==> src/sv/vqfl_pkg.sv <==
// vqfl_pkg: shared types, codes and sizes for the virtqueue descriptor free list.
// No dependencies; used by virtqueue_descriptor_free_list, vqfl_engine and vqfl_checker.

package vqfl_pkg;

  localparam int NUM_RINGS = 4;
  localparam int QUEUE_MAX = 256;

  localparam int FUNC_W   = 3;
  localparam int RING_W   = 2;
  localparam int DESC_W   = 8;
  localparam int COUNT_W  = 9;
  localparam int STATUS_W = 2;
  localparam int AVAIL_W  = 16;

  typedef enum logic [FUNC_W-1:0] {
    FN_INIT        = 3'd0,
    FN_ALLOC_ONE   = 3'd1,
    FN_ALLOC_CHAIN = 3'd2,
    FN_FREE_ONE    = 3'd3,
    FN_FREE_CHAIN  = 3'd4,
    FN_SUBMIT      = 3'd5
  } func_e;

  typedef enum logic [STATUS_W-1:0] {
    STS_OK    = 2'd0,
    STS_SHORT = 2'd1,
    STS_BAD   = 2'd2
  } status_e;

  // one descriptor entry: chain flag and next link
  typedef struct packed {
    logic              flag;
    logic [DESC_W-1:0] link;
  } link_word_t;

  localparam int LINK_WORD_W = $bits(link_word_t);

  typedef struct packed {
    logic [FUNC_W-1:0]  func;
    logic [RING_W-1:0]  ring;
    logic [DESC_W-1:0]  desc_id;
    logic [COUNT_W-1:0] count;
  } cmd_t;

  typedef struct packed {
    status_e            status;
    logic [DESC_W-1:0]  index;
    logic [COUNT_W-1:0] free_left;
    logic [AVAIL_W-1:0] avail_count;
  } res_t;

endpackage

==> src/sv/vqfl_engine.sv <==
// vqfl_engine: per-ring free list registers and the sequencer that walks the
// descriptor link memory. Depends on vqfl_pkg; drives an external vqfl_ram.

module vqfl_engine #(
  parameter int NumRings = vqfl_pkg::NUM_RINGS,
  parameter int QueueMax = vqfl_pkg::QUEUE_MAX,
  localparam int Depth    = NumRings * QueueMax,
  localparam int AddrW    = (Depth > 1) ? $clog2(Depth) : 1,
  localparam int RingIdxW = (NumRings > 1) ? $clog2(NumRings) : 1
) (
  input  logic                                 clk_i,
  input  logic                                 rst_ni,
  input  logic                                 cmd_valid_i,
  output logic                                 cmd_ready_o,
  input  vqfl_pkg::cmd_t                       cmd_i,
  output logic                                 res_valid_o,
  input  logic                                 res_ready_i,
  output vqfl_pkg::res_t                       res_o,
  output logic                                 ram_we_o,
  output logic [AddrW-1:0]                     ram_waddr_o,
  output logic [vqfl_pkg::LINK_WORD_W-1:0]     ram_wdata_o,
  output logic                                 ram_re_o,
  output logic [AddrW-1:0]                     ram_raddr_o,
  input  logic [vqfl_pkg::LINK_WORD_W-1:0]     ram_rdata_i
);

  localparam int DW = vqfl_pkg::DESC_W;
  localparam int CW = vqfl_pkg::COUNT_W;
  localparam int AW = vqfl_pkg::AVAIL_W;

  localparam logic [2:0] ST_IDLE = 3'd0;
  localparam logic [2:0] ST_INIT = 3'd1;
  localparam logic [2:0] ST_WALK = 3'd2;
  localparam logic [2:0] ST_DONE = 3'd3;

  function automatic logic [AddrW-1:0] mem_addr(input logic [RingIdxW-1:0] r,
                                                input logic [DW-1:0] d);
    mem_addr = AddrW'(r) * AddrW'(QueueMax) + AddrW'(d);
  endfunction

  // per-ring registers; heads are kept already masked
  logic [DW-1:0]     head_q   [NumRings];
  logic [DW-1:0]     head_d   [NumRings];
  logic [CW-1:0]     total_q  [NumRings];
  logic [CW-1:0]     total_d  [NumRings];
  logic [AW-1:0]     avail_q  [NumRings];
  logic [AW-1:0]     avail_d  [NumRings];
  logic [DW-1:0]     mask_q   [NumRings];
  logic [DW-1:0]     mask_d   [NumRings];
  logic [NumRings-1:0] active_q, active_d;

  logic [2:0]             state_q, state_d;
  vqfl_pkg::func_e        func_q, func_d;
  logic [RingIdxW-1:0]    ring_q, ring_d;
  logic                   in_range_q, in_range_d;
  logic [DW-1:0]          cur_q, cur_d;
  logic [CW-1:0]          left_q, left_d;
  logic [DW-1:0]          last_q, last_d;
  logic                   first_q, first_d;
  vqfl_pkg::status_e      status_q, status_d;
  logic [DW-1:0]          index_q, index_d;
  logic                   fwd_hit_q, fwd_hit_d;
  vqfl_pkg::link_word_t   fwd_word_q, fwd_word_d;

  // incoming command decode
  vqfl_pkg::func_e        c_func;
  logic                   c_in_rng;
  logic [RingIdxW-1:0]    ci;
  logic [DW-1:0]          c_mask;
  logic [CW-1:0]          c_total;
  logic [CW-1:0]          c_size;
  logic                   c_full;
  logic [DW-1:0]          c_d;
  logic [CW-1:0]          c_cnt;
  logic                   c_len_ok;
  logic                   c_known;

  // walk step values
  vqfl_pkg::link_word_t   rd_word;
  logic [DW-1:0]          w_mask;
  logic [DW-1:0]          w_nxt;
  logic [CW-1:0]          w_size;
  logic [CW-1:0]          w_tot_inc;

  logic                   we;
  logic [AddrW-1:0]       waddr;
  vqfl_pkg::link_word_t   wdata;
  logic                   re;
  logic [AddrW-1:0]       raddr;

  assign c_func   = vqfl_pkg::func_e'(cmd_i.func);
  assign c_in_rng = int'(cmd_i.ring) < NumRings;
  assign ci       = c_in_rng ? RingIdxW'(cmd_i.ring) : '0;
  assign c_mask   = mask_q[ci];
  assign c_total  = total_q[ci];
  assign c_size   = {1'b0, c_mask} + CW'(1);
  assign c_full   = c_total >= c_size;
  assign c_d      = cmd_i.desc_id & c_mask;
  assign c_cnt    = cmd_i.count;
  assign c_len_ok = (c_cnt != '0) && ((c_cnt & (c_cnt - CW'(1))) == '0)
                    && (int'(c_cnt) <= QueueMax);
  assign c_known  = cmd_i.func <= vqfl_pkg::FUNC_W'(vqfl_pkg::FN_SUBMIT);

  // a read issued together with a write to the same entry takes the new word
  assign rd_word   = fwd_hit_q ? fwd_word_q : vqfl_pkg::link_word_t'(ram_rdata_i);
  assign w_mask    = mask_q[ring_q];
  assign w_nxt     = rd_word.link & w_mask;
  assign w_size    = {1'b0, w_mask} + CW'(1);
  assign w_tot_inc = total_q[ring_q] + CW'(1);

  always_comb begin
    state_d    = state_q;
    func_d     = func_q;
    ring_d     = ring_q;
    in_range_d = in_range_q;
    cur_d      = cur_q;
    left_d     = left_q;
    last_d     = last_q;
    first_d    = first_q;
    status_d   = status_q;
    index_d    = index_q;
    head_d     = head_q;
    total_d    = total_q;
    avail_d    = avail_q;
    mask_d     = mask_q;
    active_d   = active_q;
    we         = 1'b0;
    waddr      = '0;
    wdata      = '0;
    re         = 1'b0;
    raddr      = '0;

    unique case (state_q)
      ST_IDLE: begin
        if (cmd_valid_i) begin
          func_d     = c_func;
          ring_d     = ci;
          in_range_d = c_in_rng;
          status_d   = vqfl_pkg::STS_OK;
          index_d    = '0;
          first_d    = 1'b1;
          state_d    = ST_DONE;
          if (!c_in_rng) begin
            status_d = vqfl_pkg::STS_BAD;
          end else if (c_func == vqfl_pkg::FN_INIT) begin
            if (!c_len_ok) begin
              status_d = vqfl_pkg::STS_BAD;
            end else begin
              // registers settle now, the link walk follows
              mask_d[ci]   = DW'(c_cnt - CW'(1));
              head_d[ci]   = DW'(c_cnt - CW'(1));
              total_d[ci]  = c_cnt;
              avail_d[ci]  = '0;
              active_d[ci] = 1'b1;
              cur_d        = '0;
              left_d       = c_cnt;
              state_d      = ST_INIT;
            end
          end else if (c_known && !active_q[ci]) begin
            status_d = vqfl_pkg::STS_BAD;
          end else begin
            unique case (c_func)
              vqfl_pkg::FN_ALLOC_ONE: begin
                if (c_total == '0) begin
                  status_d = vqfl_pkg::STS_SHORT;
                end else begin
                  re      = 1'b1;
                  raddr   = mem_addr(ci, head_q[ci]);
                  cur_d   = head_q[ci];
                  state_d = ST_WALK;
                end
              end
              vqfl_pkg::FN_ALLOC_CHAIN: begin
                if (c_cnt == '0 || c_cnt > c_total) begin
                  status_d = vqfl_pkg::STS_SHORT;
                end else begin
                  re      = 1'b1;
                  raddr   = mem_addr(ci, head_q[ci]);
                  cur_d   = head_q[ci];
                  left_d  = c_cnt;
                  state_d = ST_WALK;
                end
              end
              vqfl_pkg::FN_FREE_ONE: begin
                if (c_full) begin
                  status_d = vqfl_pkg::STS_SHORT;
                end else begin
                  re      = 1'b1;
                  raddr   = mem_addr(ci, c_d);
                  cur_d   = c_d;
                  state_d = ST_WALK;
                end
              end
              vqfl_pkg::FN_FREE_CHAIN: begin
                if (c_full) begin
                  status_d = vqfl_pkg::STS_SHORT;
                end else begin
                  re      = 1'b1;
                  raddr   = mem_addr(ci, c_d);
                  cur_d   = c_d;
                  left_d  = c_size;
                  state_d = ST_WALK;
                end
              end
              vqfl_pkg::FN_SUBMIT: begin
                avail_d[ci] = avail_q[ci] + AW'(1);
              end
              default: begin
              end
            endcase
          end
        end
      end

      ST_INIT: begin
        // descriptor i links to i-1, chain flag cleared; descriptor 0 was
        // pushed onto an empty list and keeps the low bits of the empty marker
        we      = 1'b1;
        waddr   = mem_addr(ring_q, cur_q);
        wdata   = '{flag: 1'b0,
                    link: (cur_q == '0) ? DW'(QueueMax) : cur_q - DW'(1)};
        cur_d   = cur_q + DW'(1);
        left_d  = left_q - CW'(1);
        if (left_q == CW'(1)) begin
          state_d = ST_DONE;
        end
      end

      ST_WALK: begin
        unique case (func_q)
          vqfl_pkg::FN_ALLOC_ONE: begin
            head_d[ring_q]  = w_nxt;
            total_d[ring_q] = total_q[ring_q] - CW'(1);
            index_d         = cur_q;
            state_d         = ST_DONE;
          end
          vqfl_pkg::FN_ALLOC_CHAIN: begin
            we              = 1'b1;
            waddr           = mem_addr(ring_q, cur_q);
            wdata           = '{flag: !first_q, link: first_q ? '0 : last_q};
            last_d          = cur_q;
            first_d         = 1'b0;
            head_d[ring_q]  = w_nxt;
            total_d[ring_q] = total_q[ring_q] - CW'(1);
            left_d          = left_q - CW'(1);
            if (left_q == CW'(1)) begin
              index_d = cur_q;
              state_d = ST_DONE;
            end else begin
              re    = 1'b1;
              raddr = mem_addr(ring_q, w_nxt);
              cur_d = w_nxt;
            end
          end
          vqfl_pkg::FN_FREE_ONE: begin
            we              = 1'b1;
            waddr           = mem_addr(ring_q, cur_q);
            wdata           = '{flag: rd_word.flag, link: head_q[ring_q]};
            head_d[ring_q]  = cur_q;
            total_d[ring_q] = w_tot_inc;
            state_d         = ST_DONE;
          end
          vqfl_pkg::FN_FREE_CHAIN: begin
            we              = 1'b1;
            waddr           = mem_addr(ring_q, cur_q);
            wdata           = '{flag: rd_word.flag, link: head_q[ring_q]};
            head_d[ring_q]  = cur_q;
            total_d[ring_q] = w_tot_inc;
            left_d          = left_q - CW'(1);
            if (!rd_word.flag || left_q == CW'(1)) begin
              state_d = ST_DONE;
            end else if (w_tot_inc >= w_size) begin
              // chain continues onto a full list
              status_d = vqfl_pkg::STS_SHORT;
              state_d  = ST_DONE;
            end else begin
              re    = 1'b1;
              raddr = mem_addr(ring_q, w_nxt);
              cur_d = w_nxt;
            end
          end
          default: begin
            state_d = ST_DONE;
          end
        endcase
      end

      ST_DONE: begin
        if (res_ready_i) begin
          state_d = ST_IDLE;
        end
      end

      default: begin
        state_d = ST_IDLE;
      end
    endcase

    fwd_hit_d  = we && re && (waddr == raddr);
    fwd_word_d = wdata;
  end

  always_ff @(posedge clk_i or negedge rst_ni) begin
    if (!rst_ni) begin
      state_q    <= ST_IDLE;
      fwd_hit_q  <= 1'b0;
      active_q   <= '0;
      for (int r = 0; r < NumRings; r++) begin
        head_q[r]  <= '0;
        total_q[r] <= '0;
        avail_q[r] <= '0;
        mask_q[r]  <= '0;
      end
    end else begin
      state_q   <= state_d;
      fwd_hit_q <= fwd_hit_d;
      active_q  <= active_d;
      head_q    <= head_d;
      total_q   <= total_d;
      avail_q   <= avail_d;
      mask_q    <= mask_d;
    end
  end

  always_ff @(posedge clk_i) begin
    func_q     <= func_d;
    ring_q     <= ring_d;
    in_range_q <= in_range_d;
    cur_q      <= cur_d;
    left_q     <= left_d;
    last_q     <= last_d;
    first_q    <= first_d;
    status_q   <= status_d;
    index_q    <= index_d;
    fwd_word_q <= fwd_word_d;
  end

  assign cmd_ready_o = state_q == ST_IDLE;
  assign res_valid_o = state_q == ST_DONE;

  assign res_o.status      = status_q;
  assign res_o.index       = index_q;
  assign res_o.free_left   = in_range_q ? total_q[ring_q] : '0;
  assign res_o.avail_count = in_range_q ? avail_q[ring_q] : '0;

  assign ram_we_o    = we;
  assign ram_waddr_o = waddr;
  assign ram_wdata_o = wdata;
  assign ram_re_o    = re;
  assign ram_raddr_o = raddr;

endmodule

==> config.mk <==
export PLATFORM = sky130hd
export DESIGN_NAME = vqfl_engine
export DESIGN_NICKNAME = d
export VERILOG_FILES = /design/src/sv/vqfl_pkg.sv /design/src/sv/vqfl_engine.sv
export SDC_FILE = /design/constraint.sdc
export NUM_CORES = 1
export LEC_CHECK = 0
export BUFFER_PORTS_ARGS = -buffer_cell sky130_fd_sc_hd__buf_2
export CAP_MARGIN = 20
export CORE_ASPECT_RATIO = 1.5
export CORE_MARGIN = 1
export CORE_UTILIZATION = 42
export CTS_CLUSTER_DIAMETER = 40
export DETAILED_ROUTE_END_ITERATION = 8
export HOLD_SLACK_MARGIN = 0.12
export SYNTH_ARGS = -nofsm -noshare
export SYNTH_HDL_FRONTEND = slang
export SYNTH_SLANG_ARGS = --single-unit
==> constraint.sdc <==
create_clock -name clk_i -period 5 [get_ports clk_i]
set_input_delay 0.75 -clock clk_i [delete_from_list [all_inputs] [get_ports clk_i]]
set_output_delay 0.75 -clock clk_i [all_outputs]
set_load 0.02 [all_outputs]
# --- Yosys cells after proc, flatten, opt, wreduce, memory -nomap -nowiden ---
# Cells that the tools add are included.
word_totals:
  regBits: 222
  elab_cells: 289
  inputBits: 35
classes:
  addsub: 13
  reduce_logical: 39
  order_cmp: 11
  n_eq_ne: 41
  bitwise: 8
  muxes: 148
ops:
  columns: ["op", "n"]
  rows:
  - ["$mux W64", 4]
  - ["$mux W8", 24]
  - ["$pmux W36 S2", 2]
  - ["$bwmux W32", 4]
  - ["$pmux W32 S2", 2]
  - ["$mux W9", 14]
  - ["$bwmux W36", 3]
  - ["$mux W36", 3]
  - ["$mux W10", 10]
  - ["$mux W32", 3]
  - ["$mux W16", 5]
  - ["$and A64 B64 Y64", 1]
  - ["$bmux W16 S2", 2]
  - ["$bmux W8 S2", 4]
  - ["$bwmux W64", 1]
  - ["$not A64 Y64", 1]
  - ["$pmux W10 S2", 3]
  - ["$pmux W9 S2", 3]
  - ["$pmux W8 S2", 3]
  - ["$pmux W8 S3", 2]
  - ["$add A10 B8 Y10", 4]
  - ["$bmux W9 S2", 2]
  - ["$demux W9 S2", 2]
  - ["$demux W16 S2", 1]
  - ["other kinds (62)", 157]

# --- Depth between registers and ports, before layout ---
# Gate-level depths: netlist of the first run.
logic_depth:
  depth_word: 14
  mapped_depth: 18
  depth_no_buf: 14

# --- Least setup slack after synthesis of the first run ---
# Ideal clock, no wire load.
synth_path:
  kind: "input to register"
  start: "input cmd_i[17] (netlist name)"
  end: "register cur_q[0] (enable)"
  path_buffers: 4
  required_ns: 4.614
  arrival_time_ns: 4.720
  path_slack_ns: -0.106
  path_stages: 18
  setup_time_ns: 0.386
  path_cell_list: "buf_6 -> buf_12 -> buf_12 -> buf_8 -> mux4_2 -> ha_1 -> and2_4 -> nand2_1 -> xor2_1 -> ha_1 -> a21oi_1 -> o221ai_1 -> a221oi_1 -> o21bai_1 -> o31a_1 -> nand2_1 -> a22o_1 -> a211oi_1"
synth_between:
  elab_chain_cells: 8
  word_cells_on_any_way: 21
synth_rtl:
  columns: ["element", "line_no", "text"]
  rows:
  - ["from (decl)", "vqfl_engine.sv:15", "input vqfl_pkg::cmd_t cmd_i,"]
  - ["$not A2 Y3 (not written as such)", "vqfl_engine.sv:94, vqfl_engine.sv:95", null]
  - ["$bmux W8 S2 / $bmux W9 S2 (equally long branches)", "vqfl_engine.sv:94, vqfl_engine.sv:95", null]
  - ["$mux W8 (not written as such) / $mux W9 (equally long branches) (2 in a row)", "vqfl_engine.sv:94, vqfl_engine.sv:95", null]
  - ["$add A8 B1 Y9 / $gt A9 B9 Y1 (equally long branches)", "vqfl_engine.sv:96, vqfl_engine.sv:174", null]
  - ["$ge A9 B9 Y1 / $logic_or A1 B1 Y1 (equally long branches)", "vqfl_engine.sv:97, vqfl_engine.sv:174", null]
  - ["$ne A4 B3 Y1 (no line) / $ne A4 B4 Y1 (equally long branches)", null, null]
  - ["$reduce_and A12 Y1 (no line) *", null, null]
  - ["to (signal assigned)", "vqfl_engine.sv:329", "cur_q <= cur_d;"]
  - ["to (decl)", "vqfl_engine.sv:56", "logic [DW-1:0] cur_q, cur_d;"]
# Every way passes the cells marked *; elsewhere a longest branch is shown, timed or not. The select of a mux whose other input is x is not followed.
# A chain may end at the register's enable or synchronous reset.

# --- Final worst setup path of the first run ---
layout_path:
  start: "register ring_q[0]"
  end: "output ram_raddr_o[0]"
layout_between:
  elab_chain_cells: 10
  word_cells_on_any_way: 17
layout_rtl:
  columns: ["element", "line_no", "text"]
  rows:
  - ["from (decl)", "vqfl_engine.sv:54", "logic [RingIdxW-1:0] ring_q, ring_d;"]
  - ["from (signal assigned)", "vqfl_engine.sv:327", "ring_q <= ring_d;"]
  - ["$not A2 Y3 (not written as such) *", "vqfl_engine.sv:106, vqfl_engine.sv:109", null]
  - ["$bmux W9 S2 / $bmux W8 S2 (equally long branches)", "vqfl_engine.sv:109, vqfl_engine.sv:106", null]
  - ["$mux W9 (not written as such) / $mux W8 (equally long branches) (2 in a row)", "vqfl_engine.sv:109, vqfl_engine.sv:106", null]
  - ["$add A9 B1 Y9 (tied with other cells)", "vqfl_engine.sv:109", "assign w_tot_inc = total_q[ring_q] + CW'(1);"]
  - ["$ge A9 B9 Y1 / $add A10 B8 Y10 (equally long branches)", "vqfl_engine.sv:272, vqfl_engine.sv:38", null]
  - ["$mux W10", "vqfl_engine.sv:272", "end else if (w_tot_inc >= w_size) begin"]
  - ["$mux W10", "vqfl_engine.sv:270", "if (!rd_word.flag || left_q == CW'(1)) begin"]
  - ["$pmux W10 S2 *", "vqfl_engine.sv:230", "unique case (func_q)"]
  - ["$pmux W10 S2 *", "vqfl_engine.sv:133", "unique case (state_q)"]
  - ["to (decl)", "vqfl_engine.sv:23", "output logic [AddrW-1:0] ram_raddr_o,"]
# Marked as above.

==> metrics list, run 1 <==
* Post-Synthesis Cell Area: 14100 µm²
- Flops & latches, synth: 222
* CTS hold repair buffers: 0
* Nets@finish: 1567
- Power Density: 366 nW/µm²
- In this run the count of I/O pins placed on the die edge is 103.
- Leakage dissipation: 6.91 nW
* Path type of the worst setup path: reg -> out
* Clock latency at the later pin of the worst-skew pair: 0.60 ns
- Overall die height: 227 µm
- Total Die Area: 34400 µm²
* Max Clock Freq: 206 MHz
- The synthesized design contains 41 enable-type register cells.
- Iteration-0 DRC Markers: 790
- The area growth from synthesis to layout is 16.8%.
- The tree is rooted in a sky130_fd_sc_hd__clkbuf_16.
- Data required time of the worst path: 4.25 ns
- For this run, design rule violations remaining after detail routing come to 0.
* Mean area per synthesized cell: 10.3 µm²
- Dividing the detail-routed wire length by the instance count gives 24.3 µm.
* Predominant post-synthesis flop cell: sky130_fd_sc_hd__dfrtp_1
* Clock slew seen by the registers of the worst setup and hold paths: 0.06 ns
- Cell accounting for the most synthesized area: sky130_fd_sc_hd__dfrtp_1
- The synthesized design devotes to its leading area cell type 30.5% of total area.
- Total wirelength of the detailed-routed design: 46700 µm
- The final route contains 12100 vias.
- CTS saw 222 sinks.
- The tool flagged a number of max-cap violations equal to 0.
* DP HPWL: 34200 µm
- Peak VDD IR: 288 µV
- Pin count of the biggest net entering global routing: 88
* Number of rows in the core area: 81
- Transition at the pin with the smallest max-transition slack: 1.14 ns
* Syn Inst Count: 1367
- Of the cells placed in the final design, the portion with a size suffix greater than 1 is 24.6%.
* Number of detailed-routing iterations run before antenna repair: 5
- Post-route antenna net violation count: 0
- Kind of capture point of the worst setup path: output pin
* R2R depth: 16
* Number of antenna repair diodes: 0
- TritonCTS built the clock tree.
* CP max FO: 5
- Overall power consumption: 6.04 mW
- Global-route usage over all layers: 27.6%
- Run status: finished clean
- Routability congestion estimate: 0.974
* Worst Path Arrival: 4.11 ns
- Once layout is complete, the utilization of the core stands at 50.2%.
- Vias in the first global route: 11900
- Count of cell types in the netlist: 89
- Cts bufs inserted: 31
- Most frequent cells after synthesis: sky130_fd_sc_hd__nand2_1, sky130_fd_sc_hd__dfrtp_1, sky130_fd_sc_hd__o21ai_0
- Final hold analysis gives a worst-case slack of 0.220 ns.
- Summed over all layers, the global routing overflow is 0.
- Clock H-tree levels: 1
- Core region area: 32800 µm²
- Sorting the synthesized cells by area gives the leading types as sky130_fd_sc_hd__dfrtp_1, sky130_fd_sc_hd__mux4_2, sky130_fd_sc_hd__edfxtp_1, sky130_fd_sc_hd__nand2_1, sky130_fd_sc_hd__ha_1.
- Synthesized netlist net count: 1447
- Synth warn: 0
* Port Buffers: 102
- Fraction of registers with async set or reset after synthesis: 77.5%
* Die Wd: 152 µm
- Antenna violations before repair: 0
- Initial Util: 43.0%
* Final number of hold-violating endpoints: 0
* Longest Clk Path Bufs: 3
- The final critical path takes up 97.2% of the cycle.
- The first global-routing pass estimated 70500 µm of wire.
- Worst min-delay path category: in -> async
- The worst pin sits at a relative slew slack of 23.8%.
- STA classifies the critical path startpoint as a flop.
- Summing the sequential cell areas from Yosys gives 40.5% of the chip area.
* Post-layout min period: 4.86 ns
- Final setup violating endpoints: 0
- sky130_fd_sc_hd__nand2_1 is the most common cell in the netlist.
* Clock Skew: 0.0302 ns
* Post-detailed-route via-to-cell ratio: 6.28
- Slew Limit Fails: 0
==> timing repair <==
action	4_1_cts	5_1_grt
pin swaps	0	11
gates resized for setup	4	20
buffers inserted	8	11
endpoints found under the setup margin	11	11
cloned	0	1
==> cell usage in the layout (no fill, tap or decap), drive strengths merged, types with 10 or more instances in the layout <==
cell type / n
a32oi: 12
o31ai: 14
and2: 22
nor2: 72
buf: 176
a21oi: 48
a21o: 11
nor4: 10
o221ai: 12
nand2: 205
edfxtp: 41
dfrtp: 172
inv: 49
nand2b: 12
mux4: 82
ha: 45
a22o: 50
xor2: 22
mux2: 10
o22ai: 54
xnor2: 41
nand3: 26
clkbuf: 37
nor3: 23
o21ai: 128
a22oi: 18
==> cell families (layout without fill, tap and decap cells) <==
family,Yosys count,in the layout,share of synthesized area [%]
compound gates,386,386,18.1
buf+inv,129,273,4.39
fa+ha+maj,45,45,3.99
flops,222,222,40.5
xor+xnor,63,63,4.01
mux,99,99,14.6
other cells,1,1,0.0266
simple gates,422,422,14.4
==> flip-flops by register name, indices dropped and copies added (netlist names) <==
name,cells
left_q,9
total_q,36
ring_q,2
fwd_word_q,9
index_q,8
state_q,3
status_q,2
first_q,1
mask_q,32
last_q,8
avail_q,64
func_q,3
head_q,32
fwd_hit_q,1
cur_q,8
active_q,4
==> per-stage QoR <==
step	setup WS [ns]	setup TNS, ns	cell area [µm²]	cells
after global routing	-0.0485	-0.167	16500	1926
after detailed placement	0.0981	0	15100	1849
final	0.138	0	16500	1926
after floorplan	0.0572	0	14100	1367
after global placement	0.146	0	15100	1848
after CTS	0.0423	0	16300	1914
==> power by group <==
part / internal, mW / total, mW / switching [mW] / leakage (nW)
Clock: 1.34 / 2.31 / 0.964 / 0.535
Sequential: 2.03 / 2.20 / 0.168 / 2.79
Combinational: 0.661 / 1.53 / 0.874 / 3.58
==> cell type report <==
cell class	count	area [µm²]
Inverter	38	143
Sequential cell	222	5720
Clock inverter	22	256
Multi-Input combinational cell	1016	7870
Timing Repair Buffer	178	1150
Tap cell	415	519
Clock buffer	35	832
Fill cell	3041	16300
==> worst max-delay path, cell delays in order (launching register included) <==
cell and delay (ns):
sky130_fd_sc_hd__edfxtp_1 0.39, sky130_fd_sc_hd__buf_6 0.14, sky130_fd_sc_hd__mux4_2 0.59, sky130_fd_sc_hd__ha_4 0.22, sky130_fd_sc_hd__nand4_1 0.11, sky130_fd_sc_hd__nor2_2 0.07
sky130_fd_sc_hd__xor2_2 0.26, sky130_fd_sc_hd__ha_1 0.32, sky130_fd_sc_hd__a21oi_2 0.17, sky130_fd_sc_hd__o21ai_2 0.10, sky130_fd_sc_hd__nor3b_2 0.22, sky130_fd_sc_hd__a21oi_2 0.10
sky130_fd_sc_hd__or2_1 0.25, sky130_fd_sc_hd__buf_4 0.18, sky130_fd_sc_hd__o22ai_1 0.15, sky130_fd_sc_hd__a21o_1 0.10, sky130_fd_sc_hd__buf_2 0.15
==> metal layers <==
| metal | global-route usage [%] | wire length, µm | share of wire, % | vias up |
|---|---|---|---|---|
| met5 | 0 | 0 | 0 | - |
| met4 | 18.1 | 3140 | 6.7 | 0 |
| met3 | 3.76 | 3140 | 6.7 | 167 |
| met2 | 46.9 | 23300 | 50 | 578 |
| met1 | 32.3 | 17200 | 37 | 5964 |
| li1 | - | - | - | 5383 |
==> worst paths after layout <==
path                                         startpoint                      end  slack, ns
worst max-delay path                ring_q[0]$_DFFE_PP_           ram_raddr_o[0]       0.14
worst min-delay path                             rst_ni  avail_q[35]$_DFFE_PN0P_       0.22
worst max register to register      ring_q[0]$_DFFE_PP_       cur_q[2]$_DFFE_PP_       0.96
worst min register to register  active_q[0]$_DFFE_PN0P_  active_q[0]$_DFFE_PN0P_       0.46
max in group asynchronous                        rst_ni  total_q[10]$_DFFE_PN0P_       3.66
min in group clk_i              active_q[0]$_DFFE_PN0P_  active_q[0]$_DFFE_PN0P_       0.46
(Power assumes the default switching activity.)
==> run 2, diff against run 1 <==
CTS_BUF_LIST = sky130_fd_sc_hd__clkbuf_8   (was not set)
==> metrics list, run 2 (synthesis gave the netlist of run 1 again) <==
* Slew Limit Fails: 0
* Post-route antenna net violation count: 0
- The library cell used most frequently in the layout, excluding fill and tap cells, is sky130_fd_sc_hd__nand2_1.
- Worst min-delay path category: in -> async
- The worst path uses 97.3% of the clock period.
* Combined area of the multi-input logic cells: 7860 µm²
- Initial Util: 43.0%
* Fraction of layout instances using a drive strength above 1: 24.4%
- The smallest clock period supported by the final layout is computed as 4.87 ns.
- The number of global-route vias before repair came to 12000.
- Final number of hold-violating endpoints: 0
* Post-detailed-route via-to-cell ratio: 6.26
* Path type of the worst setup path: reg -> out
* Area delta synth->final: 15.0%
- Kind of start point of the critical path: flop
- Number of detailed-routing iterations run before antenna repair: 6
* Highest-count cells in the layout ignoring fill and taps: sky130_fd_sc_hd__nand2_1, sky130_fd_sc_hd__dfrtp_1, sky130_fd_sc_hd__o21ai_0
- Die Wd: 152 µm
- Entering global routing, the biggest net connects 88 pins.
- The first routing iteration left 796 violations.
- Net load switching power: 1.85 mW
- The register with the most flip-flops in the layout has 64 of them.
* Nets@finish: 1579
- Total wirelength of the detailed-routed design: 46800 µm
- The count of buffers added on input and output ports is 102.
- Layout Cells excl Fill: 1942
- Number of antenna repair diodes: 0
- Fill cells in the final layout number 3063.
* Instance area after placement: 15100 µm²
- Cell breakdown of the critical path: buf_6 -> mux4_2 -> ha_4 -> nand4_1 -> nor2_2 -> xor2_2 -> ha_1 -> a21oi_2 -> o21ai_2 -> nor3b_2 -> a21oi_2 -> or2_1 -> buf_4 -> o22ai_1 -> a21o_1 -> buf_2
- Dividing the detail-routed wire length by the instance count gives 24.1 µm.
* Remaining routing DRC violations: 0
- Hold WS: 0.238 ns
- # IOs: 103
- The floorplan step set the die height to 227 µm.
- After layout, the design draws a total of 5.54 mW.
- CTS saw 222 sinks.
* Number of rows in the core area: 81
* Portion of total power attributed to sequential cells: 39.7%
* Internal: 3.69 mW
* DP HPWL: 34200 µm
- The finished cells cover 16200 µm².
- Clock H-tree levels: 2
* Vias: 12200
- Wire length of the first global-routing pass: 70600 µm
- CP max FO: 5
- The die covers 34400 µm².
- DP Cell Count: 1849
- The largest single stage delay on the critical path is 0.60 ns.
* Longest Clk Path Bufs: 3
- Net switching is 33.4% of the power.
- Leakage dissipation: 6.83 nW
- Across every metal layer, demand over resource in global routing totals 27.7%.
- Highest-delay cell along the critical path: sky130_fd_sc_hd__mux4_2
- Max Clock Freq: 205 MHz
* Clock latency at the later pin of the worst-skew pair: 0.58 ns
- Cts bufs inserted: 41
- Registers take 5720 µm².
* Antenna violations before repair: 0
- TritonCTS clock tree: built
- Across the routed clock network, the largest skew measured is 0.0253 ns.
* Worst R2R Start: ring_q[0]$_DFFE_PP_
- In the final layout, the registers with the most flip-flops are avail_q: 64 flops, total_q: 36 flops.
- Among the stages of the critical path, the cell type that occurs most often is sky130_fd_sc_hd__a21oi_2.
- Launch point of the critical path: ring_q[0]$_DFFE_PP_
- STA classifies the critical path endpoint as an output pin.
* Transition at the pin with the smallest max-transition slack: 1.11 ns
- Routability congestion estimate: 0.974
- Part of the power in the clock network: 32.7%
- Part of the total power dissipated in combinational logic: 27.7%
- Register containing the most flip-flops in the final layout: avail_q
* Worst Path Arrival: 4.12 ns
- Setup violations remaining at the end of the flow were counted as 0.
* Max-Slew Margin vs Limit: 25.7%
* Run status: finished clean
* Power Density: 341 nW/µm²
* Peak VDD IR: 201 µV
- After floorplanning, the core was sized to cover 32800 µm².
* Data required time of the worst path: 4.25 ns
- After global routing the overflow that remains totals 0.
* Root Driver: sky130_fd_sc_hd__clkbuf_8
- The tool flagged a number of max-cap violations equal to 0.
* Clock slew seen by the registers of the worst setup and hold paths: 0.06 ns
==> run 2: path summary, 6_finish.rpt <==
| path | depth (start not counted) | slack, ns | endpoint |
|---|---|---|---|
| max | 16 | 0.13 | ram_raddr_o[5] |
| min | 1 | 0.24 | avail_q[20]$_DFFE_PN0P_ |
| max reg2reg | 16 | 0.96 | cur_q[7]$_DFFE_PP_ |
| min reg2reg | 1 | 0.46 | active_q[0]$_DFFE_PN0P_ |
| max in group asynchronous | 2 | 3.62 | total_q[28]$_DFFE_PN0P_ |
| min in group clk_i | 1 | 0.46 | active_q[0]$_DFFE_PN0P_ |
==> run 2: power by group through the flow <==
stage / registers (mW) / clock network (mW) / logic (mW)
floorplan: 2.15 / 0 / 0.978
global placement: 2.22 / 0 / 1.42
detailed placement: 2.22 / 0 / 1.43
CTS: 2.19 / 1.84 / 1.46
global route: 2.22 / 1.91 / 1.64
finish: 2.20 / 1.81 / 1.53
==> run 2: routing by layer <==
metal	vias to the layer above	global-route usage [%]	wire, µm
met5	-	0	0
met4	0	17.6	2980
met3	161	4.65	3210
met2	603	47.6	23600
met1	5988	31.6	17000
li1	5405	-	-
==> run 2: per-stage QoR <==
step | TNS, ns | util [%] | setup slack (ns)
floorplan | 0 | - | 0.0572
global placement | 0 | 46.1 | 0.146
detailed placement | 0 | 46.1 | 0.0981
CTS | 0 | 48.9 | 0.0475
global route | -0.0186 | 49.5 | -0.00990
finish | 0 | 49.5 | 0.133
==> run 2: worst max-delay path: cells and delay by family (launching register included) <==
| kind | cells | cell delay [ns] |
|---|---|---|
| compound gates | 5 | 0.62 |
| xor+xnor | 1 | 0.27 |
| fa+ha+maj | 2 | 0.54 |
| buf+inv | 3 | 0.47 |
| flops | 1 | 0.40 |
| mux | 1 | 0.60 |
| simple gates | 4 | 0.63 |
==> run 2: cell type report <==
type / instances / share of cell area, %
inverter: 38 / 0.878
clock inverter: 25 / 1.18
multi-input combinational: 1016 / 48.4
tap: 415 / 3.20
clock buffer: 46 / 3.90
sequential: 222 / 35.2
timing repair buffer: 180 / 7.22
==> run 2: timing repair <==
action | 4_1_cts | 5_1_grt
setup buffers | 8 | 13
endpoints found under the setup margin | 11 | 11
pin swaps | 0 | 7
hold buffers | 0 | 0
cloned | 0 | 1
gates resized for setup | 4 | 19
